<file path="config.mk">
export PLATFORM = sky130hd
export DESIGN_NAME = pcrs_alu
export DESIGN_NICKNAME = d
export VERILOG_FILES = /design/src/rtl/core/pcrs_pkg.sv /design/src/rtl/core/pcrs_alu.sv
export SDC_FILE = /design/constraint.sdc
export NUM_CORES = 1
export LEC_CHECK = 0
export BUFFER_PORTS_ARGS = -buffer_cell sky130_fd_sc_hd__buf_2
export CAP_MARGIN = 30
export CORE_ASPECT_RATIO = 1.2
export CORE_MARGIN = 3
export CORE_UTILIZATION = 45
export DETAILED_ROUTE_END_ITERATION = 10
export PLACE_DENSITY = 0.76
export SLEW_MARGIN = 20
export SYNTH_ARGS = -nofsm -noshare
export SYNTH_HDL_FRONTEND = slang
export SYNTH_SLANG_ARGS = --single-unit
</file>
<file path="constraint.sdc">
create_clock -name vclk -period 7.4
set_input_delay 1.48 -clock vclk [all_inputs]
set_output_delay 1.48 -clock vclk [all_outputs]
set_load 0.02 [all_outputs]
</file>
<file path="src/rtl/core/pcrs_pkg.sv">
// Shared types and constants for the point-count range-sum unit.
// Used by every module in rtl/core and by the testbench; depends on nothing else.
package pcrs_pkg;

  localparam int FIELD_W = 11;
  localparam int SUM_W   = 32;
  localparam logic [SUM_W-1:0] SUM_MAX = '1;

  // Operation codes carried on the op field of a transaction.
  localparam logic OP_INC   = 1'b0;
  localparam logic OP_QUERY = 1'b1;

  typedef enum logic [2:0] {
    ST_CLEAR,
    ST_IDLE,
    ST_WALK_HI,
    ST_WALK_LO,
    ST_SUB,
    ST_INC,
    ST_TOT,
    ST_OUT
  } state_t;

  typedef enum logic [1:0] {
    SEL_ACC,
    SEL_BUMP,
    SEL_DIFF,
    SEL_TOTAL
  } alu_sel_t;

  typedef struct packed {
    logic in_fire;
    logic is_query;
    logic inc_ok;
    logic qry_ok;
    logic walk_done;
    logic clear_done;
    logic out_free;
    logic cfg_we;
  } seq_stat_t;

  typedef struct packed {
    logic     in_ready;
    logic     clear_run;
    logic     walk_load;
    logic     load_lo;
    logic     walk_run;
    logic     walk_up;
    logic     acc_en;
    logic     hi_save;
    logic     sub_en;
    logic     tot_en;
    logic     out_load;
    alu_sel_t alu_sel;
  } seq_ctrl_t;

  typedef struct packed {
    logic rd_en;
    logic pend;
    logic done;
  } walk_flags_t;

endpackage

</file>
<file path="src/rtl/core/pcrs_alu.sv">
// Shared 32-bit adder/subtractor used by the accumulation, bump, difference and total steps of the sequencer.
// Depends on pcrs_pkg for the sum width.
module pcrs_alu import pcrs_pkg::*; (
  input  logic [SUM_W-1:0] a,
  input  logic [SUM_W-1:0] b,
  input  logic             sub,
  output logic [SUM_W-1:0] y
);

  always_comb begin
    if (sub) begin
      y = a - b;
    end else begin
      y = a + b;
    end
  end

endmodule

</file>
; Word-level counts from Yosys, hierarchy flattened
; Index checks and enable logic that the tools add are counted.
[word_totals]
ram_bits = 0
out_inout_bits = 32
memories = 0
register_bits = 0
inputBits = 65
latch_bits = 0
mem_bits_ro = 0
[op_classes]
bitwise_logic = 0
n_eq_ne = 0
reduce_logical = 0
n_div = 0
mul = 0
mux = 1
order_cmp = 0
add_sub_neg = 2
n_shift = 0
[ops]
columns = cell, n
row1 = adder 32 bit, 1
row2 = two-way mux 32 bit, 1
row3 = subtractor 32 bit, 1

; Depth between registers and ports, before layout
[depth]
word_depth = 2
depth_mapped = 16
ltp_nobuf = 15

; Worst setup path before layout
; OpenSTA, ideal clock, no wires.
[synth_path]
path_kind = in2out
start = input b[5]
end = output y[30]
n_path_buf = 1
arrival_time_ns = 5.046
t_required_ns = 5.920
slack_ns = 0.874
cell_stages = 15
path_cell_list = or4_4 > or3_4 > nor2_2 > nand2_1 > nor3_1 > a31oi_1 > xnor2_1 > ha_1 > clkbuf_1 > and3_1 > a32o_1 > a21oi_1 > a211oi_1 > or2_2 > a211oi_1
[synth_via]
elab_chain_len = 2
word_cells_on_any_way = 3
[synth_rtl]
columns = element, line_no
row1 = "start, declared", pcrs_alu.sv:5  ; input logic [SUM_W-1:0] b,
row2 = adder 32 bit or subtractor 32 bit (tied branches), "pcrs_alu.sv:14, pcrs_alu.sv:12"
row3 = two-way mux 32 bit (*), pcrs_alu.sv:11  ; if (sub) begin
row4 = "end, declared", pcrs_alu.sv:7  ; output logic [SUM_W-1:0] y
; Every way passes the cells marked *; elsewhere a longest branch is shown, timed or not.

; Worst setup path in the final report
[layout_path]
start = input b[5]
end = output y[29]
; The elaborated chain is that of the path after synthesis.

==> impl_metrics.toml <==
[sta]
fmax_mhz = 144
finalSetupViolCount = 0
tightest_slew_ns = 0.805
tns_ns = 0
min_period_ns = 6.93
holdWs_ns = 3.38
rsz0062_at_grt = "no"
max_slew_margin_pct = 45.7
postLayoutSetupSlackWorst_ns = 0.465
maxSlewViolCount = 0
hold_viol_final = 0
fin_crit_sh_pct = 93.7

[floorplanning]
die_h_um = 85.3
die_w_um = 72.1
row_count = 28
core-area_um2 = 5010
initial_core_util_pct = 47.1
ioPinCount = 97
die_area_um2 = 6150

[global_routing]
track_usage_pct = 21.2
grt_overflow = 0
antenna_found_initial = 0
grt_max_degree = 32
grt_pass1_wl_um = 11100
grt_pass1_vias = 2611

[clock_network]
cts_post_setup_buffers_inserted = 0
cts_hold_buffers = 0
postCtsResizedCells = 0

[place]
dp_hpwl_um = 5800
gp_congestion = 0.883
port_buffers = 97
pre_cts_slack_ns = 0.578

[critical_path]
required_ns = 5.92
end_kind = "primary output"
critPathLaunchType = "input pin"
critPathMaxFanout = 7
crit_type = "input pin to primary output"
worstPathArrival_ns = 5.45

[final_layout]
final_common_cell = "buf_2"
antenna_cells = 0
seq_cells = 0
post-route-util_pct = 57.4
register_area_um2 = 0
num-fill-cells = 501
area_growth_pct = 21.9
nNetsFinal = 534
final_cell_mix = "buf_2, a21oi_1, xnor2_1"
nClkBuffers = 0
drive_gt1_share_pct = 25.3

[worst_hold_path]
hp-start = "b[0]"
hold_path_class = "input pin to primary output"
whs_path_depth = 4
hold-path-endpoint = "y[0]"

[yosys]
synth_top_area_share_pct = 17.0
synth_warnings = 0
yosysTopAreaCell = "ha_1"
syn-instance-count = 348
syn_nets = 446
syn_avg_cell_area_um2 = 6.77
synth_area_um2 = 2360
synth_area_leaders = "ha_1, xnor2_1, a21oi_1, nor2_1, xor2_1"
ys_seq_area_share_pct = 0
synth.distinct_cells = 51

[pwr]
power_density_nw_per_um2 = 145
power_uw = 416
ir_worst_vdd_mv = 0.0711
p_leak_uw = 0.00131

[drt]
postRouteAntennaNets = 0
route.detailed.drc = 0
wirelength_um = 6720
first_pass_iters = 5
wl_per_cell_um = 13.6
vias = 2839
via_per_inst = 5.75
drt_iter0_drc = 250

[job]
maxCapViolations = 0

[status]
status = "finished clean"
[synthesized netlist by cell type (all sizes together), types with 2 or more instances]
cell	count
nor3	17
o21a	5
nand2	24
nor4	5
o211ai	3
a31oi	7
a311oi	2
a41oi	2
nor4b	3
a21o	7
nor2b	5
clkbuf	9
buf	2
xnor2	43
nand4	5
o21ai	18
o2bb2ai	2
or4	3
ha	32
o21bai	7
a21oi	45
and3	6
inv	15
nor2	39
nand3	9
a211oi	2
xor2	15
or3	5
[routing by layer]
layer,GRT usage (%),share of wire (%),vias up
met1,26.6,41,1254
met3,2.37,8.2,12
met2,38.9,50,130
met5,0,0,-
met4,3.08,1.5,0
li1,-,-,1443
[where the power goes]
group / switching, uW / leakage (uW) / total (uW) / internal (uW)
logic: 254 / 0.00131 / 416 / 162
clock network: 0 / 0 / 0 / 0
registers: 0 / 0 / 0 / 0
[final cells by class]
class / instances / area (um^2) / area share [%]
Multi-Input combinational cell: 322 / 2260 / 78.5
Tap cell: 60 / 75.1 / 2.61
Inverter: 15 / 56.3 / 1.96
Timing Repair Buffer: 97 / 485 / 16.9
[critical path, cell delays in order]
cell and delay, ns:
buf_2 0.11, or4_4 0.57, or3_4 0.35, nor2_2 0.10
nand2_1 0.08, nor3_1 0.29, a21oi_1 0.14, xnor2_1 0.16
ha_1 0.37, a21oi_1 0.21, o21ai_0 0.09, a21oi_1 0.16
o21ai_2 0.13, a311oi_1 0.63, o211ai_1 0.23, xnor2_1 0.16
buf_2 0.18
[cells by family (layout without fill, tap and decap cells)]
family | after synthesis | count (layout) | share of synthesized area [%]
and+or+nand+nor | 124 | 124 | 27.2
AOI/OAI and AO/OA | 105 | 105 | 28.0
muxes | 2 | 2 | 0.902
xor gates and xnor gates | 58 | 58 | 21.9
buffers and inverters | 26 | 112 | 4.25
adders and majority gates | 33 | 33 | 17.8
[how the worst max path moves through the flow]
stage          cells after the start  endpoint  startpoint  slack [ns]
6_report                          17     y[29]        b[5]        0.47
5_1_grt                           16     y[25]        b[3]        0.24
4_1_cts                           15     y[30]        b[5]        0.56
3_5_place_dp                      14     y[25]        b[5]        0.58
3_3_place_gp                      16     y[25]        b[5]        0.62
2_1_floorplan                     15     y[30]        b[5]        0.87
[stage by stage]
step	instances	area [um^2]
6_report	494	2870
5_1_grt	494	2870
4_1_cts	494	2870
3_5_place_dp	494	2870
3_3_place_gp	494	2870
2_1_floorplan	348	2360
Note: power is estimated with default switching activity, not from simulation.
