`src/rtl/core/pcrs_pkg.sv`:
```
// Shared types and constants for the point-count range-sum unit.
// Used by every module in rtl/core and by the testbench; depends on nothing else.
package pcrs_pkg;

  localparam int FIELD_W = 11;
  localparam int SUM_W   = 32;
  localparam logic [SUM_W-1:0] SUM_MAX = '1;

  // Operation codes carried on the op field of a transaction.
  localparam logic OP_INC   = 1'b0;
  localparam logic OP_QUERY = 1'b1;

  typedef enum logic [2:0] {
    ST_CLEAR,
    ST_IDLE,
    ST_WALK_HI,
    ST_WALK_LO,
    ST_SUB,
    ST_INC,
    ST_TOT,
    ST_OUT
  } state_t;

  typedef enum logic [1:0] {
    SEL_ACC,
    SEL_BUMP,
    SEL_DIFF,
    SEL_TOTAL
  } alu_sel_t;

  typedef struct packed {
    logic in_fire;
    logic is_query;
    logic inc_ok;
    logic qry_ok;
    logic walk_done;
    logic clear_done;
    logic out_free;
    logic cfg_we;
  } seq_stat_t;

  typedef struct packed {
    logic     in_ready;
    logic     clear_run;
    logic     walk_load;
    logic     load_lo;
    logic     walk_run;
    logic     walk_up;
    logic     acc_en;
    logic     hi_save;
    logic     sub_en;
    logic     tot_en;
    logic     out_load;
    alu_sel_t alu_sel;
  } seq_ctrl_t;

  typedef struct packed {
    logic rd_en;
    logic pend;
    logic done;
  } walk_flags_t;

endpackage

```
`src/rtl/core/pcrs_seq.sv`:
```
// Sequencer of the point-count range-sum unit: clearing pass, two prefix
// walks per query, one update walk per increment, result hand-off.
// Depends on pcrs_pkg for the state enum and control structs.
module pcrs_seq import pcrs_pkg::*; (
  input  logic      clk,
  input  logic      rst_n,
  input  seq_stat_t stat,
  output seq_ctrl_t ctrl
);

  state_t state_r;
  state_t state_nxt;

  always_ff @(posedge clk) begin
    if (!rst_n) begin
      state_r <= ST_CLEAR;
    end else begin
      state_r <= state_nxt;
    end
  end

  always_comb begin
    state_nxt = state_r;
    if (stat.cfg_we) begin
      state_nxt = ST_CLEAR;
    end else begin
      unique case (state_r)
        ST_CLEAR: begin
          if (stat.clear_done) state_nxt = ST_IDLE;
        end
        ST_IDLE: begin
          if (stat.in_fire) begin
            if (stat.is_query) begin
              state_nxt = stat.qry_ok ? ST_WALK_HI : ST_OUT;
            end else begin
              state_nxt = stat.inc_ok ? ST_INC : ST_OUT;
            end
          end
        end
        ST_WALK_HI: begin
          if (stat.walk_done) state_nxt = ST_WALK_LO;
        end
        ST_WALK_LO: begin
          if (stat.walk_done) state_nxt = ST_SUB;
        end
        ST_SUB: state_nxt = ST_OUT;
        ST_INC: begin
          if (stat.walk_done) state_nxt = ST_TOT;
        end
        ST_TOT: state_nxt = ST_OUT;
        ST_OUT: begin
          if (stat.out_free) state_nxt = ST_IDLE;
        end
        default: state_nxt = ST_CLEAR;
      endcase
    end
  end

  always_comb begin
    ctrl         = '0;
    ctrl.alu_sel = SEL_ACC;
    unique case (state_r)
      ST_CLEAR: ctrl.clear_run = 1'b1;
      ST_IDLE: begin
        ctrl.in_ready  = 1'b1;
        ctrl.walk_load = stat.in_fire && (stat.is_query ? stat.qry_ok : stat.inc_ok);
      end
      ST_WALK_HI: begin
        ctrl.walk_run = 1'b1;
        ctrl.acc_en   = 1'b1;
        if (stat.walk_done) begin
          ctrl.hi_save   = 1'b1;
          ctrl.walk_load = 1'b1;
          ctrl.load_lo   = 1'b1;
        end
      end
      ST_WALK_LO: begin
        ctrl.walk_run = 1'b1;
        ctrl.acc_en   = 1'b1;
      end
      ST_SUB: begin
        ctrl.sub_en  = 1'b1;
        ctrl.alu_sel = SEL_DIFF;
      end
      ST_INC: begin
        ctrl.walk_run = 1'b1;
        ctrl.walk_up  = 1'b1;
        ctrl.alu_sel  = SEL_BUMP;
      end
      ST_TOT: begin
        ctrl.tot_en  = 1'b1;
        ctrl.alu_sel = SEL_TOTAL;
      end
      ST_OUT: ctrl.out_load = stat.out_free;
      default: ctrl.clear_run = 1'b0;
    endcase
  end

endmodule

```
`config.mk`:
```
export PLATFORM = sky130hd
export DESIGN_NAME = pcrs_seq
export DESIGN_NICKNAME = d
export VERILOG_FILES = /design/src/rtl/core/pcrs_pkg.sv /design/src/rtl/core/pcrs_seq.sv
export SDC_FILE = /design/constraint.sdc
export NUM_CORES = 1
export LEC_CHECK = 0
export BUFFER_PORTS_ARGS = -buffer_cell sky130_fd_sc_hd__buf_2
export CAP_MARGIN = 5
export CORE_AREA = 2 2 39 41
export DETAILED_ROUTE_END_ITERATION = 12
export DIE_AREA = 0 0 41 43
export PLACE_DENSITY = 0.68
export SYNTH_ARGS = -nofsm -noshare
export SYNTH_HDL_FRONTEND = slang
export SYNTH_SLANG_ARGS = --single-unit
```
`constraint.sdc`:
```
create_clock -name clk -period 2.5 [get_ports clk]
set_input_delay 0.25 -clock clk [delete_from_list [all_inputs] [get_ports clk]]
set_output_delay 0.25 -clock clk [all_outputs]
set_load 0.02 [all_outputs]
```
# ---- Word-level counts from Yosys, hierarchy flattened
# Index checks and enable logic that the tools add are counted.
dict set report classes {
  eq_ne 13
  n_mux 25
  bitwise 1
  reduce_logical 7
}
# op count
set op_table {}
lappend op_table {{3-bit two-way mux} 8}
lappend op_table {{3-bit case mux with 7 select lines} 1}
lappend op_table {{3-bit == test (second input constant)} 4}
lappend op_table {{1-bit two-way mux} 12}
lappend op_table {{2-bit != test (second input constant)} 6}
lappend op_table {{3-bit by 2-bit == test with 1-bit output (second input constant)} 2}
lappend op_table {{2-bit case mux with 3 select lines} 1}
lappend op_table {{6-bit AND reduction} 1}
lappend op_table {{2-bit OR reduction} 3}
lappend op_table {{2-bit two-way mux} 2}
lappend op_table {{3-bit by 1-bit == test with 1-bit output (second input constant)} 1}
lappend op_table {{3-bit logical NOT} 1}
lappend op_table {{3-bit OR reduction} 1}
lappend op_table {{1-bit case mux with 2 select lines} 1}
lappend op_table {{1-bit logical AND} 1}
lappend op_table {{1-bit inverter} 1}
dict set report word_totals {
  ff_bits 3
  inputBits 10
  out_inout_bits 13
  word_cells 47
}

# ---- Depth between registers and ports, before layout
# Gate-level depths: netlist of the first run.
dict set report depth {
  word_depth 4
  mapped_depth 5
  depth_no_buf 3
}

# ---- Least setup slack after synthesis of the first run
# OpenSTA, ideal clock, no wires.
dict set report synth_timing {
  kind {flip-flop to output port}
  start {register state_r[1]}
  end {output port ctrl[9] in the netlist's numbering}
  arrival_time_ns 1.476
  required_time_ns 2.250
  path_slack_ns 0.774
  path_stages_with_launch 6
  n_path_buf 2
  cell_sequence {dfxtp_1 buf_4 inv_1 nor2_1 and3_1 buf_4}
}
# element line_no
set synth_lines {}
lappend synth_lines {{from (decl)} pcrs_seq.sv:11} ;# state_t state_r;
lappend synth_lines {{from (signal assigned)} pcrs_seq.sv:18} ;# state_r <= state_nxt;
lappend synth_lines {{to (decl)} pcrs_seq.sv:8} ;# output seq_ctrl_t ctrl

==> results of run 1 <==
-- cell usage in the layout (no fill, tap or decap), drive strengths merged, types with 2 or more instances in the layout --
cell | Yosys | final
buf | 5 | 22
and2 | 4 | 4
nor2 | 4 | 4
a21oi | 4 | 4
clkbuf | 0 | 4
a211o | 4 | 4
inv | 3 | 3
dfxtp | 3 | 3
nor2b | 2 | 2
or2 | 2 | 2
nand2 | 2 | 2
a211oi | 2 | 2
a2111oi | 2 | 2
-- worst min-delay path by stage --
stage / from / endpoint / slack (ns)
floorplan: stat[0] / state_r[0]$_SDFFE_PP0P_ / 0.46
global placement: stat[0] / state_r[0]$_SDFFE_PP0P_ / 0.56
detailed placement: stat[0] / state_r[0]$_SDFFE_PP0P_ / 0.56
CTS: stat[0] / state_r[0]$_SDFFE_PP0P_ / 0.32
global route: stat[0] / state_r[2]$_SDFFE_PP0P_ / 0.33
finish: stat[0] / state_r[0]$_SDFFE_PP0P_ / 0.32
-- metal layers --
layer | track usage [%] | vias up | wire, um
met4 | 10.0 | 0 | 40
met5 | 0 | - | 0
met2 | 17.8 | 28 | 461
met1 | 15.7 | 211 | 425
li1 | - | 228 | -
met3 | 3.14 | 8 | 112
-- cell families after synthesis --
family	count (synthesis)	share of synthesized area, %
multiplexers	2	5.40
buffers and inverters	8	12.1
AO/OA/AOI/OAI	16	33.7
flip-flops	3	15.2
AND/OR/NAND/NOR	21	33.6
-- cell type report --
class	count	area, um2	area share, %
multi-input cells	39	287	55.7
repair buffers	22	110	21.4
flip-flops and latches	3	60.1	11.7
clock buffers	4	26.3	5.11
well taps	16	20.0	3.89
inverters	3	11.3	2.19
-- worst max-delay path, delay by kind of cell, from the launching register on --
| family | cells | cell delay (ns) |
|---|---|---|
| AND/OR/NAND/NOR | 3 | 0.63 |
| flip-flops | 1 | 0.60 |
| buffers and inverters | 1 | 0.15 |
-- per-stage QoR --
| step | std cells | total power, mW |
|---|---|---|
| final | 87 | 0.210 |
| after global routing | 87 | 0.223 |
| after CTS | 87 | 0.210 |
| after detailed placement | 83 | 0.122 |
| after global placement | 83 | 0.120 |
| after floorplan | 50 | 0.103 |
-- power breakdown --
| part | switching (mW) | internal [mW] |
|---|---|---|
| combinational | 0.0340 | 0.0275 |
| sequential | 0.00947 | 0.0505 |
| clock | 0.0287 | 0.0601 |
| total | 0.0722 | 0.138 |
==> run metrics, run 1 <==
status=finished, final reports clean; ANT cells=0; pwr dens=409 nW/um2; Seq cells post-synth=3; Num CTS Buffers=3; DRC Markers=0; drt pass-1 iters=4; Final nets=82; first-pass GRT wire length=1520 um; Worst Clk Skew=0.00822 ns; syn nets=60; slowest stage cell on the critical path=dfxtp_1; Placed Area=488 um2; core region area=1380 um2; number of flops mapped to enable cells by yosys=0; FF-to-FF Start=state_r[2]$_SDFFE_PP0P_; Max Cap Violations=0; sequential area share after synthesis=15.2%; list of most frequent post-synthesis cells=a21oi_1 (4), and2_1 (4), nor2_1 (4); layout cells sized above 1=45.1%; Synth area leader=dfxtp_1; Final Hold Vio Count=0; die area=1760 um2; prevailing post-synth register cell=dfxtp_1; htree depth=1; worst r2r dst=state_r[1]$_SDFFE_PP0P_; Reg2Reg Depth=3; cts-stage hold buffer count=0; Arr. time, crit path=1.61 ns; Setup-failing EPs final=0; setup slack, reg-to-reg=0.93 ns; WP data required=2.25 ns; clock insertion delay at the later pin of the skew report=0.24 ns; synth warn=0; gr ovfl total=0; Crit path largest cell delay=0.60 ns; Via density=5.46; Synth-to-Final Area Change=30.5%; Hold Path Class=in2reg; final non-filler cell area=514 um2; Crit. Startpoint=state_r[0]$_SDFFE_PP0P_; CTS tree=yes; Worst Setup Slack, final=0.644 ns; clock root cell=clkbuf_4; critical path class=reg2out; Placer Congestion=0.859; asr flop ratio synth=0%; crit-path cells=nor2b_1, and2_1, or2_1, buf_2; post-synthesis cell type count=29; Tcrit/Tclk final=74.2%; Largest Register=state_r; I/O Buffers=22; fmax=0.539 GHz; drt wl/cell=12.0 um; # Post-CTS Setup Buffers=0; Worst setup EP type=output pin; Longest Clk Path Bufs=2; Post-DP HPWL=777 um; max FFs per register=3; DR iter-0 viols=20; Placement Setup Slack=0.922 ns; crit path max fanout=14; pins over their slew limit=0; Leak=0.264 nW; Ports=23; vias=475; setup TNS=0 ns; RSZ-0062 raised after global routing=false; post-cts resize count=0; top cells by area, synth=dfxtp_1 (15%), and2_1 (6.3%), a211o_2 (5.1%); num rows=14; drt total wl=1040 um; Routed Antenna Nets=0; clk sinks=3; WHS Path Cells=3; filler cell count=156; initial antenna violation count=0; Initial Util=28.5%; Worst Max-Slew Pin Slew=0.544 ns; largest net degree at the start of global routing=18; max_slew headroom=63.7%; Synth Cell Area=394 um2; Die Ht=43 um; post-synth top area share=15.2%; end point of the critical path=ctrl[8]; Fin Hold WS=0.316 ns; CP Launch Type=flip-flop; clock slew at reported path FFs=0.03 ns; Post-Synthesis Cells=50; vias in the first global route=348; Total GRT Usage=12.7%; VDD IR max=0.167 mV; Chip Width=41 um; minimum clock period=1.86 ns; final core occ=37.2%; syn_area_per_cell=7.88 um2; biggest regs=state_r (3)
No activity file was read; power rests on OpenSTA's default activity.
==> run 2: changes to the inputs <==
ABC_AREA = 1   (was default)
PLACE_DENSITY = 0.69   (was 0.68)
clock period = 1.75 ns   (was 2.5 ns; I/O delays follow)
==> run metrics, run 2 <==
core region area=1380 um2; minimum clock period=1.60 ns; Post-Layout Cell Count=107; number of flops mapped to enable cells by yosys=0; die area=1760 um2; Longest Clk Path Bufs=2; Hold Path Class=in2reg; ANT cells=0; pins over their slew limit=0; Placement Setup Slack=0.387 ns; CP Launch Type=flip-flop; DRC Markers=0; clock insertion delay at the later pin of the skew report=0.24 ns; Worst setup EP type=output pin; most common cell after layout, fill and taps aside=buf_2; Synth Cell Area=409 um2; Via density=4.34; syn nets=78; Cells after DPL=103; drt total wl=895 um; Initial Util=29.6%; num rows=14; post-synthesis cell type count=20; Seq cells post-synth=3; Worst Max-Slew Pin Slew=0.412 ns; pwr dens=616 nW/um2; Synth-to-Final Area Change=31.2%; layout cells sized above 1=48.4%; clock root cell=clkbuf_4; asr flop ratio synth=0%; clk sinks=3; Synth area leader=dfxtp_1; I/O Buffers=22; Num CTS Buffers=3; Design Power=0.331 mW; Ports=23; Setup-failing EPs final=0; largest net degree at the start of global routing=10; Chip Width=41 um; drt wl/cell=8.36 um; max FFs per register=3; fmax=0.624 GHz; sequential area share after synthesis=14.7%; most frequent cells in the layout=buf_2 (22), nand2_1 (15), inv_1 (12), nor2_1 (7), nand2_2 (6); drt pass-1 iters=4; clock slew at reported path FFs=0.04 ns; Placer Congestion=0.779; prevailing post-synth register cell=dfxtp_1; VDD IR max=0.296 mV; syn_area_per_cell=6.02 um2; Worst Clk Skew=0.00310 ns; critical path class=reg2out; vias=464; crit path max fanout=8; synth warn=0; RSZ-0062 raised after global routing=false; Largest Register=state_r; Leak=0.334 nW; gr ovfl total=0; CTS tree=yes; status=finished, final reports clean; DR iter-0 viols=5; Total GRT Usage=11.8%; Post-Synthesis Cells=68; Tcrit/Tclk final=91.6%; Post-DP HPWL=724 um; Die Ht=43 um; Fin Hold WS=0.204 ns; post-synth top area share=14.7%; setup TNS=0 ns; Final nets=102; cell with the most instances after synthesis=nand2_1; Worst Setup Slack, final=0.146 ns; biggest regs=state_r (3); list of most frequent post-synthesis cells=nand2_1 (15), inv_1 (12), nor2_1 (7); Routed Antenna Nets=0; Final Hold Vio Count=0; htree depth=1; initial antenna violation count=0; WP data required=1.57 ns; Max Cap Violations=0; vias in the first global route=393; top cells by area, synth=dfxtp_1 (15%), nand2_1 (14%), inv_1 (11%); max_slew headroom=72.5%; Arr. time, crit path=1.43 ns; first-pass GRT wire length=1440 um
[run 2: worst max-delay path: stages (launching register included)]
cell and delay [ns]:
dfxtp_1 0.50, buf_4 0.21, nand2_2 0.06, nor2_2 0.14
inv_1 0.05, nor2_1 0.07, buf_2 0.16
[run 2: cells by family (layout without fill, tap and decap cells)]
logic type,after synthesis,in the layout,synth area share (%)
AOI/OAI and AO/OA,5,5,7.95
buffers and inverters,19,42,25.1
DFF,3,3,14.7
and+or+nand+nor,41,41,52.3
[run 2: through the flow]
| stage | instance area (um2) | utilization, % |
|---|---|---|
| 2_1_floorplan | 409 | - |
| 3_3_place_gp | 505 | 36.5 |
| 3_5_place_dp | 505 | 36.5 |
| 4_1_cts | 532 | 38.4 |
| 5_1_grt | 537 | 38.8 |
| 6_report | 537 | 38.8 |
[run 2: final cells by class]
class                   count  area (um2)
clock buffers               4        26.3
inverters                  15        61.3
multi-input cells          46         251
flip-flops and latches      3        60.1
fillers                   152         847
well taps                  16        20.0
repair buffers             23         118
[run 2: repair_timing]
| item | in CTS | in global routing |
|---|---|---|
| endpoints found under the setup margin | 0 | 1 |
| setup buffers | 0 | 0 |
| hold buffers | 0 | 0 |
| resized for setup | 0 | 1 |
| hold endpoints to repair | 0 | 0 |
[run 2: per-layer routing]
metal | global-route usage [%] | part of all wire [%] | vias up
li1 | - | - | 251
met1 | 14.8 | 47 | 196
met2 | 17.8 | 46 | 15
met3 | 3.14 | 5.4 | 2
met4 | 6.00 | 1.1 | 0
met5 | 0 | 0 | -
[run 2: path summary, 6_finish.rpt]
path / cells after the start / from / slack [ns] / to
worst max-delay path: 6 / state_r[1]$_SDFFE_PP0P_ / 0.15 / ctrl[2]
worst min-delay path: 4 / stat[0] / 0.20 / state_r[2]$_SDFFE_PP0P_
worst max register to register: 7 / state_r[1]$_SDFFE_PP0P_ / 0.40 / state_r[1]$_SDFFE_PP0P_
worst min register to register: 2 / state_r[1]$_SDFFE_PP0P_ / 0.60 / state_r[1]$_SDFFE_PP0P_
[run 2: report_power, final]
part	total [mW]	internal, mW	switching (mW)
Clock	0.126	0.0858	0.0405
Combinational	0.117	0.0444	0.0725
Sequential	0.0877	0.0734	0.0142
Total	0.331	0.204	0.127
