File: src/rtl/core/pcrs_pkg.sv
// Shared types and constants for the point-count range-sum unit.
// Used by every module in rtl/core and by the testbench; depends on nothing else.
package pcrs_pkg;

  localparam int FIELD_W = 11;
  localparam int SUM_W   = 32;
  localparam logic [SUM_W-1:0] SUM_MAX = '1;

  // Operation codes carried on the op field of a transaction.
  localparam logic OP_INC   = 1'b0;
  localparam logic OP_QUERY = 1'b1;

  typedef enum logic [2:0] {
    ST_CLEAR,
    ST_IDLE,
    ST_WALK_HI,
    ST_WALK_LO,
    ST_SUB,
    ST_INC,
    ST_TOT,
    ST_OUT
  } state_t;

  typedef enum logic [1:0] {
    SEL_ACC,
    SEL_BUMP,
    SEL_DIFF,
    SEL_TOTAL
  } alu_sel_t;

  typedef struct packed {
    logic in_fire;
    logic is_query;
    logic inc_ok;
    logic qry_ok;
    logic walk_done;
    logic clear_done;
    logic out_free;
    logic cfg_we;
  } seq_stat_t;

  typedef struct packed {
    logic     in_ready;
    logic     clear_run;
    logic     walk_load;
    logic     load_lo;
    logic     walk_run;
    logic     walk_up;
    logic     acc_en;
    logic     hi_save;
    logic     sub_en;
    logic     tot_en;
    logic     out_load;
    alu_sel_t alu_sel;
  } seq_ctrl_t;

  typedef struct packed {
    logic rd_en;
    logic pend;
    logic done;
  } walk_flags_t;

endpackage

File: src/rtl/core/pcrs_walk.sv
// Index walker of the binary indexed tree: issues one memory read per cycle
// along a prefix path (downwards) or an update path (upwards).
// Depends on pcrs_pkg for the control and flag structs.
module pcrs_walk import pcrs_pkg::*; #(
  parameter int MAX_POSITIONS = 1024,
  parameter int IW            = 12,
  parameter int AW            = 10
) (
  input  logic          clk,
  input  logic          rst_n,
  input  seq_ctrl_t     ctrl,
  input  logic [IW-1:0] load_idx,
  output walk_flags_t   flags,
  output logic [AW-1:0] rd_addr,
  output logic [AW-1:0] pend_addr
);

  localparam logic [IW-1:0] MAX_I = IW'(MAX_POSITIONS);

  logic [IW-1:0] idx_r;
  logic [IW-1:0] idx_nxt;
  logic [IW-1:0] lowbit;
  logic [IW-1:0] idx_m1;
  logic          in_span;
  logic          issue;
  logic          pend_r;
  logic [AW-1:0] pend_addr_r;

  always_comb begin
    lowbit  = idx_r & (~idx_r + IW'(1));
    idx_m1  = idx_r - IW'(1);
    rd_addr = idx_m1[AW-1:0];
    if (ctrl.walk_up) begin
      in_span = (idx_r != '0) && (idx_r <= MAX_I);
      idx_nxt = idx_r + lowbit;
    end else begin
      in_span = (idx_r != '0);
      idx_nxt = idx_r - lowbit;
    end
    issue       = ctrl.walk_run && in_span;
    flags.rd_en = issue;
    flags.pend  = pend_r;
    flags.done  = ctrl.walk_run && !issue;
    pend_addr   = pend_addr_r;
  end

  always_ff @(posedge clk) begin
    if (!rst_n) begin
      pend_r <= 1'b0;
    end else if (ctrl.walk_load) begin
      pend_r <= 1'b0;
    end else begin
      pend_r <= issue;
    end
  end

  always_ff @(posedge clk) begin
    if (ctrl.walk_load) begin
      idx_r <= load_idx;
    end else if (issue) begin
      idx_r       <= idx_nxt;
      pend_addr_r <= rd_addr;
    end
  end

endmodule

File: config.mk
export PLATFORM = sky130hd
export DESIGN_NAME = pcrs_walk
export DESIGN_NICKNAME = d
export VERILOG_FILES = /design/src/rtl/core/pcrs_pkg.sv /design/src/rtl/core/pcrs_walk.sv
export SDC_FILE = /design/constraint.sdc
export NUM_CORES = 1
export LEC_CHECK = 0
export BUFFER_PORTS_ARGS = -buffer_cell sky130_fd_sc_hd__buf_2
export CORE_AREA = 3 3 65 67
export DETAILED_ROUTE_END_ITERATION = 10
export DIE_AREA = 0 0 68 70
export HOLD_SLACK_MARGIN = 0.12
export PLACE_DENSITY_LB_ADDON = 0.15
export SKIP_LAST_GASP = 1
export SLEW_MARGIN = 10
export SYNTH_ARGS = -nofsm -noshare
export SYNTH_HDL_FRONTEND = slang
export SYNTH_SLANG_ARGS = --single-unit
File: constraint.sdc
create_clock -name clk -period 4.2 [get_ports clk]
set_clock_uncertainty 0.2 [all_clocks]
set_input_delay 0.42 -clock clk [delete_from_list [all_inputs] [get_ports clk]]
set_output_delay 0.42 -clock clk [all_outputs]
set_load 0.01 [all_outputs]
# After elaboration in Yosys (flattened, before gate mapping)
# Cells that the tools add are included.
dict set report word_totals {
  regBits 23
  latch_bits 0
  ram_bits 0
  romBits 0
  wordCells 24
  memories 0
}
dict set report op_classes {
  n_addsub 4
  mul 0
  div_mod_pow 0
  n_lt_le_gt_ge 1
  eq_ne 0
  shifts 0
  n_mux 4
  bitwise_logic 4
  n_reduce_logical 8
}
# op count
set op_table {}
lappend op_table {{2-to-1 mux 12 bit} 3}
lappend op_table {{adder 12 x 1 -> 12 bit (second input constant)} 1}
lappend op_table {{adder 12 bit} 1}
lappend op_table {{AND 12 bit} 1}
lappend op_table {{<= comparator 12 x 11 -> 1 bit (second input constant)} 1}
lappend op_table {{NOT 12 bit} 1}
lappend op_table {{nonzero test 12 bit} 1}
lappend op_table {{subtractor 12 bit} 1}
lappend op_table {{subtractor 10 x 1 -> 10 bit (second input constant)} 1}
lappend op_table {{logical AND 1 bit} 3}
lappend op_table {{NOT 1 bit} 2}
lappend op_table {{AND reduction 2 bit} 1}
lappend op_table {{nonzero test 2 bit} 1}
lappend op_table {{OR reduction 2 bit} 1}
lappend op_table {{logical NOT 1 bit} 1}
lappend op_table {{2-to-1 mux 1 bit} 1}

# Depth between registers and ports, before layout
# Gate-level depths: netlist of the first run.
dict set report depth {
  ltp_word 7
  depth_mapped 15
}

# Worst setup path after synthesis of the first run
# No wires, ideal clock.
dict set report synth_timing {
  kind {register to register}
  from {reg idx_r[0]}
  to {reg idx_r[11] (data pin)}
  setup_ns 0.135
  arrival_time_ns 3.305
  required_time_ns 3.865
  setup_slack_ns 0.560
  stages_incl_launch_ff 16
  n_path_buf 1
  path_cell_list {edfxtp_1 > buf_4 > inv_1 > ha_1 > and2_1 > and2_1 > and4b_1 > a21oi_1 > xnor2_1 > ha_1 > a2111oi_0 > inv_1 > o2111ai_1 > a311oi_1 > or4_1 > nand3_1}
}
dict set report synth_between {
  elab_chain_len 7
  elab_cells_between_ends 8
}
# element line
set synth_lines {}
lappend synth_lines {{from (decl)} pcrs_walk.sv:20} ;# logic [IW-1:0] idx_r;
lappend synth_lines {{from (signal assigned)} pcrs_walk.sv:59} ;# idx_r <= load_idx;
lappend synth_lines {{from (signal assigned)} pcrs_walk.sv:61} ;# idx_r <= idx_nxt;
lappend synth_lines {{NOT 12 bit} pcrs_walk.sv:30} ;# lowbit = idx_r & (~idx_r + IW'(1));
lappend synth_lines {{adder 12 x 1 -> 12 bit} pcrs_walk.sv:30}
lappend synth_lines {{AND 12 bit} pcrs_walk.sv:30}
lappend synth_lines {{subtractor 12 bit / adder 12 bit (equally long branches)} {pcrs_walk.sv:38, pcrs_walk.sv:35}}
lappend synth_lines {{2-to-1 mux 12 bit *} pcrs_walk.sv:33} ;# if (ctrl.walk_up) begin
lappend synth_lines {{2-to-1 mux 12 bit *} pcrs_walk.sv:60} ;# end else if (issue) begin
lappend synth_lines {{2-to-1 mux 12 bit *} pcrs_walk.sv:58} ;# if (ctrl.walk_load) begin
# Mark *: on every way between the ends. The rest lies on a longest branch, timed or not. The select of a mux whose other input is x is not followed.
# A chain may end at the register's enable or synchronous reset.

# Worst setup path after layout of the first run
dict set report layout_timing {
  from {reg idx_r[1]}
  to {reg idx_r[11] (data pin)}
}
# The elaborated chain is that of the path after synthesis.

==> metrics.md, run 1 <==
| Metric | Value |
|---|---|
| Register area | `681 um2` |
| Ratio of cells with drive above 1 in the final layout | `24.3%` |
| Yosys top cell area share | `34.1%` |
| Core ar. | `3690 um2` |
| Status | `completed` |
| Mean Syn Cell Area | `9.65 um2` |
| Via count | `1588` |
| Leakage | `0.931 nW` |
| Main synth FF type | `edfxtp_1` |
| Leading area contributor after synthesis | `edfxtp_1` |
| Slew margin rel. | `about 44%` |
| Synth-to-Final Area Change | `14.0%` |
| Peak fanout along the critical path | `7` |
| CTS Sinks | `23` |
| Final setup viols | `0` |
| Actual slew at the worst max-slew pin | `around 840 ps` |
| Hold path endpoint | `pend_r` |
| Yosys warnings | `0` |
| Hold Startpoint | `rst_n` |
| Clk root buf | `clkbuf_8` |
| Mapped Area | `1940 um2` |
| RePlAce Congestion | `0.803` |
| ANT nets after route | `0` |
| Reg-to-reg critical path endpoint | `idx_r[11]` |
| Initial Util | `52.6%` |
| Unique cell type count in the Yosys netlist | `54` |
| Total grt overflow | `0` |
| H-tree Lvls | `1` |
| Seq/Total Area, Yosys | `between 30% and 40%` |
| Drt first pass iters | `4` |
| Total track usage | `17.3%` |
| Number of register bits inferred by synthesis | `23` |
| Ys async rst share | `0%` |
| Die H | `70 um` |
| Total I/O pin count | `50` |
| ANT cells | `0` |
| Worst reg2reg setup slack | `340 ps` |
| Critical path class | `reg2reg` |
| Post-synth EDFFs | `22` |
| IR drop worst, VDD | `roughly 350 uV` |
| Die Wd | `68 um` |
| CTS Hold Buffers Added | `0` |
| Largest net degree at the start of global routing | `22` |
| Fin crit share | `92.0%` |
| Syn Nets | `243` |
| Worst-path clk slew | `90 ps` |
| Cells after synthesis | `201` |
| Clock buffer depth | `2` |
| FILL cells | `around 340` |
| Crit-path max cell delay | `510 ps` |
| Clk Latency, worst-skew pair | `270 ps` |
| Worst Setup End Kind | `flop` |
| DRT iter0 DRCs | `between 100 and 150` |
| CP Launch Type | `flop` |
| # resized after CTS | `0` |
| Final min period | `between 3000 and 4000 ps` |
| Hold-critical path depth | `2` |
| Pwr Density | `685 nW/um2` |
| First-pass GRT wire length | `approximately 6500 um` |
| CTS tree | `yes` |
| Worst min-delay path class | `in2reg` |
| Max Slew Vio Count | `0` |
| Post-CTS Setup Bufs | `0` |
| TritonCTS Buffers | `3` |
| Area contributors post-synth | `edfxtp_1 34%, ha_1 9.0%, xnor2_1 7.7%, nand2_1 3.3%, xor2_1 3.2%` |
| Layout Nets | `282` |
| Row Count | `22` |
| IO buf count | `39` |
| Multi-input gate area | `1150 um2` |
| Max Cap Violations | `0` |
| Top-count cell post-synth | `edfxtp_1` |
| Post-DP HPWL | `between 2000 and 3000 um` |
| CP max stage cell | `edfxtp_1` |
| Initial antenna violation count | `0` |
| Overall routed net length | `3890 um` |
| CP required | `4140 ps` |
| Worst Path Arrival | `3810 ps` |
| Highest Clock Rate | `259 MHz` |
| Post-synth top cells | `22 x edfxtp_1, 17 x nand2_1, 17 x xnor2_1` |
| R2R Path Start | `idx_r[1]` |
| PnR Total Power | `between 1.5 and 2 mW` |
| Final hold violation count | `0` |
| DRC | `0` |
| Vias in the first global route | `1501` |
| Drt wl/cell | `roughly 14 um` |
| Hold WS | `144 ps` |
| Detailed-route vias per instance | `5.53` |
| Worst Reg-to-Reg Cells | `14` |
| Worst-path cell chain | `inv_1 -> ha_1 -> and2_1 -> and2_1 -> and4b_1 -> a21oi_1 -> xnor2_1 -> ha_1 -> a2111oi_0 -> inv_1 -> o2111ai_1 -> a311oi_1 -> or4_1 -> nand3_1` |
| Die area | `4760 um2` |
sequential cells by signal, indices dropped and copies added (netlist names):
| name | flops |
|---|---|
| pend_addr | 10 |
| idx_r | 12 |
| pend_r | 1 |
worst max-delay path by stage:
| stage | startpoint | endpoint | slack, ps | cells past startpoint |
|---|---|---|---|---|
| 2_1_floorplan | idx_r[0] | idx_r[11] | 560 | 15 |
| 3_3_place_gp | idx_r[1] | idx_r[11] | 400 | 14 |
| 3_5_place_dp | idx_r[1] | idx_r[11] | 350 | 14 |
| 4_1_cts | idx_r[1] | idx_r[11] | 320 | 14 |
| 5_1_grt | idx_r[1] | idx_r[11] | -7 | 14 |
| 6_report | idx_r[1] | idx_r[11] | 340 | 14 |
where the power goes:
part	internal [mW]	switching [mW]	total, mW
logic	0.414	0.481	0.895
clock network	0.0679	0.0764	0.144
registers	0.362	0.112	0.475
critical path: cells and delay by family (launching register included):
family | cells | cell delay [ps]
buffers and inverters | 2 | 220
DFF | 1 | 510
xor gates and xnor gates | 1 | 140
and+or+nand+nor | 5 | 1100
adders and majority gates | 2 | 550
AOI/OAI and AO/OA | 4 | 1020
layout by cell type (no fill, tap or decap), drive strengths merged, types with 4 or more instances in the layout:
cell / count
a211oi: 4
a21oi: 9
and2: 6
buf: 44
clkbuf: 4
edfxtp: 22
ha: 14
inv: 11
nand2: 17
nand3: 6
nor2: 13
nor3: 6
o21ai: 11
xnor2: 17
xor2: 7
cell type report:
type / instances / share of cell area (%)
Multi-Input combinational cell: 157 / 52.1
Sequential cell: 23 / 30.8
Timing Repair Buffer: 44 / 10.5
Tap cell: 48 / 2.72
Clock buffer: 4 / 2.04
Inverter: 11 / 1.87
kinds of logic (layout without fill, tap and decap cells):
kind of cell	after synthesis	in the layout	share of synthesized area [%]
AOI/OAI and AO/OA	47	47	16.8
muxes	3	3	1.74
xor gates and xnor gates	24	24	10.8
DFF	23	23	35.1
and+or+nand+nor	68	68	19.9
buffers and inverters	21	59	5.55
adders and majority gates	15	15	10.1
stage by stage:
stage	area, um2	util [%]	instances	setup slack [ps]	setup TNS [ps]
floorplan	1940	-	201	560	0
global placement	2140	58.1	280	404	0
detailed placement	2140	58.1	280	353	0
CTS	2190	59.3	284	318	0
global route	2210	59.9	287	-6.77	-6.77
finish	2210	59.9	287	337	0
metal layers:
metal | track usage (%) | part of all wire [%]
met4 | 4.64 | 1.1
met3 | 1.61 | 6.1
met5 | 0 | 0
met1 | 24.6 | 48
met2 | 27.5 | 45
Power figures use the tool's default switching activity.
==> run 2: changes to the inputs <==
- CTS_BUF_LIST: default -> sky130_fd_sc_hd__clkbuf_8 sky130_fd_sc_hd__clkbuf_16
==> run 2 against run 1 <==
Effect of this change: count of clock-buffer cells in the layout shrank 1; cell count is the same; total power shrank 0.30%; fmax is essentially flat; routed wire length is essentially flat; global-route usage is the same; register-to-register slack is essentially flat; die area is the same; utilization is the same; flip-flop and latch count is the same; sequential share of layout area is the same; hold slack gained 4.3 ps; critical path type unchanged; critical endpoint unchanged; highest routed layer unchanged.
==> metrics.md, run 2 (synthesis results as in run 1) <==
| Metric | Value |
|---|---|
| Layout Nets | `282 (unchanged)` |
| Total I/O pin count | `50 (unchanged)` |
| Peak fanout along the critical path | `7 (unchanged)` |
| DRC | `0 (unchanged)` |
| Max Slew Vio Count | `0 (unchanged)` |
| Leakage | `0.935 nW (was 0.931 nW)` |
| Final hold violation count | `0 (unchanged)` |
| Vias in the first global route | `1501 (unchanged)` |
| Clk root buf | `clkbuf_8 (unchanged)` |
| Cell Area, Placed | `2140 um2 (unchanged)` |
| Int Pwr | `841 uW (was 844 uW)` |
| # resized after CTS | `0 (unchanged)` |
| Drt wl/cell | `13.6 um (was 13.5 um)` |
| RePlAce Congestion | `0.803 (unchanged)` |
| Cell area after layout | `2210 um2 (unchanged)` |
| Clock buffer depth | `2 (unchanged)` |
| IR drop worst, VDD | `349 uV (about the same)` |
| Via count | `1577 (was 1588)` |
| Most common cell after layout, fill and taps aside | `buf_2 (unchanged)` |
| Fraction of power spent switching nets | `44.2% (was 44.3%)` |
| NetSw | `668 uW (was 670 uW)` |
| Post-CTS Setup Bufs | `0 (unchanged)` |
| Drt first pass iters | `4 (unchanged)` |
| Slew margin rel. | `43.8% (was 43.7%)` |
| Final setup viols | `0 (unchanged)` |
| Total track usage | `17.3% (unchanged)` |
| TritonCTS Buffers | `3 (unchanged)` |
| Sequential power share | `31.4% (about the same)` |
| Layout Utilization | `59.9% (unchanged)` |
| Reg with most FFs | `idx_r (unchanged)` |
| First-pass GRT wire length | `6540 um (unchanged)` |
| Initial Util | `52.6% (unchanged)` |
| CTS Sinks | `23 (unchanged)` |
| Status | `completed (unchanged)` |
| Detailed-route vias per instance | `5.49 (was 5.53)` |
| Hold Startpoint | `rst_n (unchanged)` |
| Pwr Density | `683 nW/um2 (was 685 nW/um2)` |
| CTS Hold Buffers Added | `0 (unchanged)` |
| Worst min-delay path class | `in2reg (unchanged)` |
| Critical path class | `reg2reg (unchanged)` |
| CP startpoint | `idx_r[1] (unchanged)` |
| Total grt overflow | `0 (unchanged)` |
| IO buf count | `39 (unchanged)` |
| CP Launch Type | `flop (unchanged)` |
| Max Cap Violations | `0 (unchanged)` |
| Row Count | `22 (unchanged)` |
| Most frequent cells in the layout | `39 x buf_2, 22 x edfxtp_1, 17 x xnor2_1, 17 x nand2_1, 14 x ha_1 (unchanged)` |
| ANT cells | `0 (unchanged)` |
| Final setup TNS | `0 ps (unchanged)` |
| Die H | `70 um (unchanged)` |
| Worst Setup End Kind | `flop (unchanged)` |
| CTS tree | `yes (unchanged)` |
| Worst Path Arrival | `3800 ps (was 3810 ps)` |
| Final min period | `3860 ps (about the same)` |
| Overall routed net length | `3890 um (about the same)` |
| Post-DP HPWL | `3000 um (unchanged)` |
| Synth-to-Final Area Change | `14.0% (unchanged)` |
| Ratio of cells with drive above 1 in the final layout | `24.3% (unchanged)` |
| Largest net degree at the start of global routing | `22 (unchanged)` |
| Hold WS | `149 ps (was 144 ps)` |
| Core ar. | `3690 um2 (unchanged)` |
| R2R Path Start | `idx_r[1] (unchanged)` |
| Worst-path clk slew | `80 ps (was 90 ps)` |
| Combinational power share | `59.3% (was 59.1%)` |
| H-tree Lvls | `1 (unchanged)` |
| Initial antenna violation count | `0 (unchanged)` |
| Actual slew at the worst max-slew pin | `840 ps (was 841 ps)` |
| Largest register FFs | `12 (unchanged)` |
| DRT iter0 DRCs | `103 (was 102)` |
| CP required | `4140 ps (about the same)` |
| Clk Latency, worst-skew pair | `270 ps (about the same)` |
| Clock network fraction of total power | `9.3% (was 9.5%)` |
| ANT nets after route | `0 (unchanged)` |
| Placed insts | `280 (unchanged)` |
| Die area | `4760 um2 (unchanged)` |
| Highest Clock Rate | `259 MHz (about the same)` |
| Fin cells | `287 (unchanged)` |
| Die Wd | `68 um (unchanged)` |
| Fin crit share | `92.0% (about the same)` |
[run 2: stage by stage]
stage / setup slack [ps] / power, mW
6_report: 337 / 1.51
2_1_floorplan: 560 / 1.15
3_5_place_dp: 353 / 1.36
3_3_place_gp: 404 / 1.34
4_1_cts: 319 / 1.50
5_1_grt: -6.47 / 1.65
[run 2: final cells by class]
type,instances,area [um2]
tap,48,60.1
clock buffer,3,41.3
sequential,23,681
clock inverter,1,3.75
multi-input combinational,157,1150
inverter,11,41.3
timing repair buffer,44,233
fill,339,1480
[run 2: metal layers]
layer | vias up | track usage, % | routed length, um
li1 | 816 | - | -
met3 | 5 | 1.61 | 249
met5 | - | 0 | 0
met4 | 0 | 4.64 | 42
met2 | 46 | 27.5 | 1770
met1 | 710 | 24.6 | 1830
[run 2: final timing paths]
| kind | to | slack, ps | cells past startpoint |
|---|---|---|---|
| setup / recovery | idx_r[11] | 340 | 14 |
| hold / removal | pend_r | 150 | 2 |
| setup reg to reg | idx_r[11] | 340 | 14 |
| hold reg to reg | pend_addr[0] | 450 | 1 |
[run 2: power by group through the flow]
| stage | registers [mW] | logic, mW | clock network, mW |
|---|---|---|---|
| 6_report | 0.475 | 0.895 | 0.140 |
| 3_5_place_dp | 0.479 | 0.877 | 0 |
| 4_1_cts | 0.473 | 0.884 | 0.142 |
| 5_1_grt | 0.488 | 1.01 | 0.150 |
| 3_3_place_gp | 0.477 | 0.858 | 0 |
| 2_1_floorplan | 0.434 | 0.717 | 0 |
[run 2: worst max-delay path: stages (launching register included)]
cell and delay (ps):
edfxtp_1 510, inv_1 120, ha_1 270, and2_1 190
and2_1 180, and4b_1 230, a21oi_1 180, xnor2_1 140
ha_1 280, a2111oi_0 430, inv_1 100, o2111ai_1 250
a311oi_1 160, or4_1 420, nand3_1 80
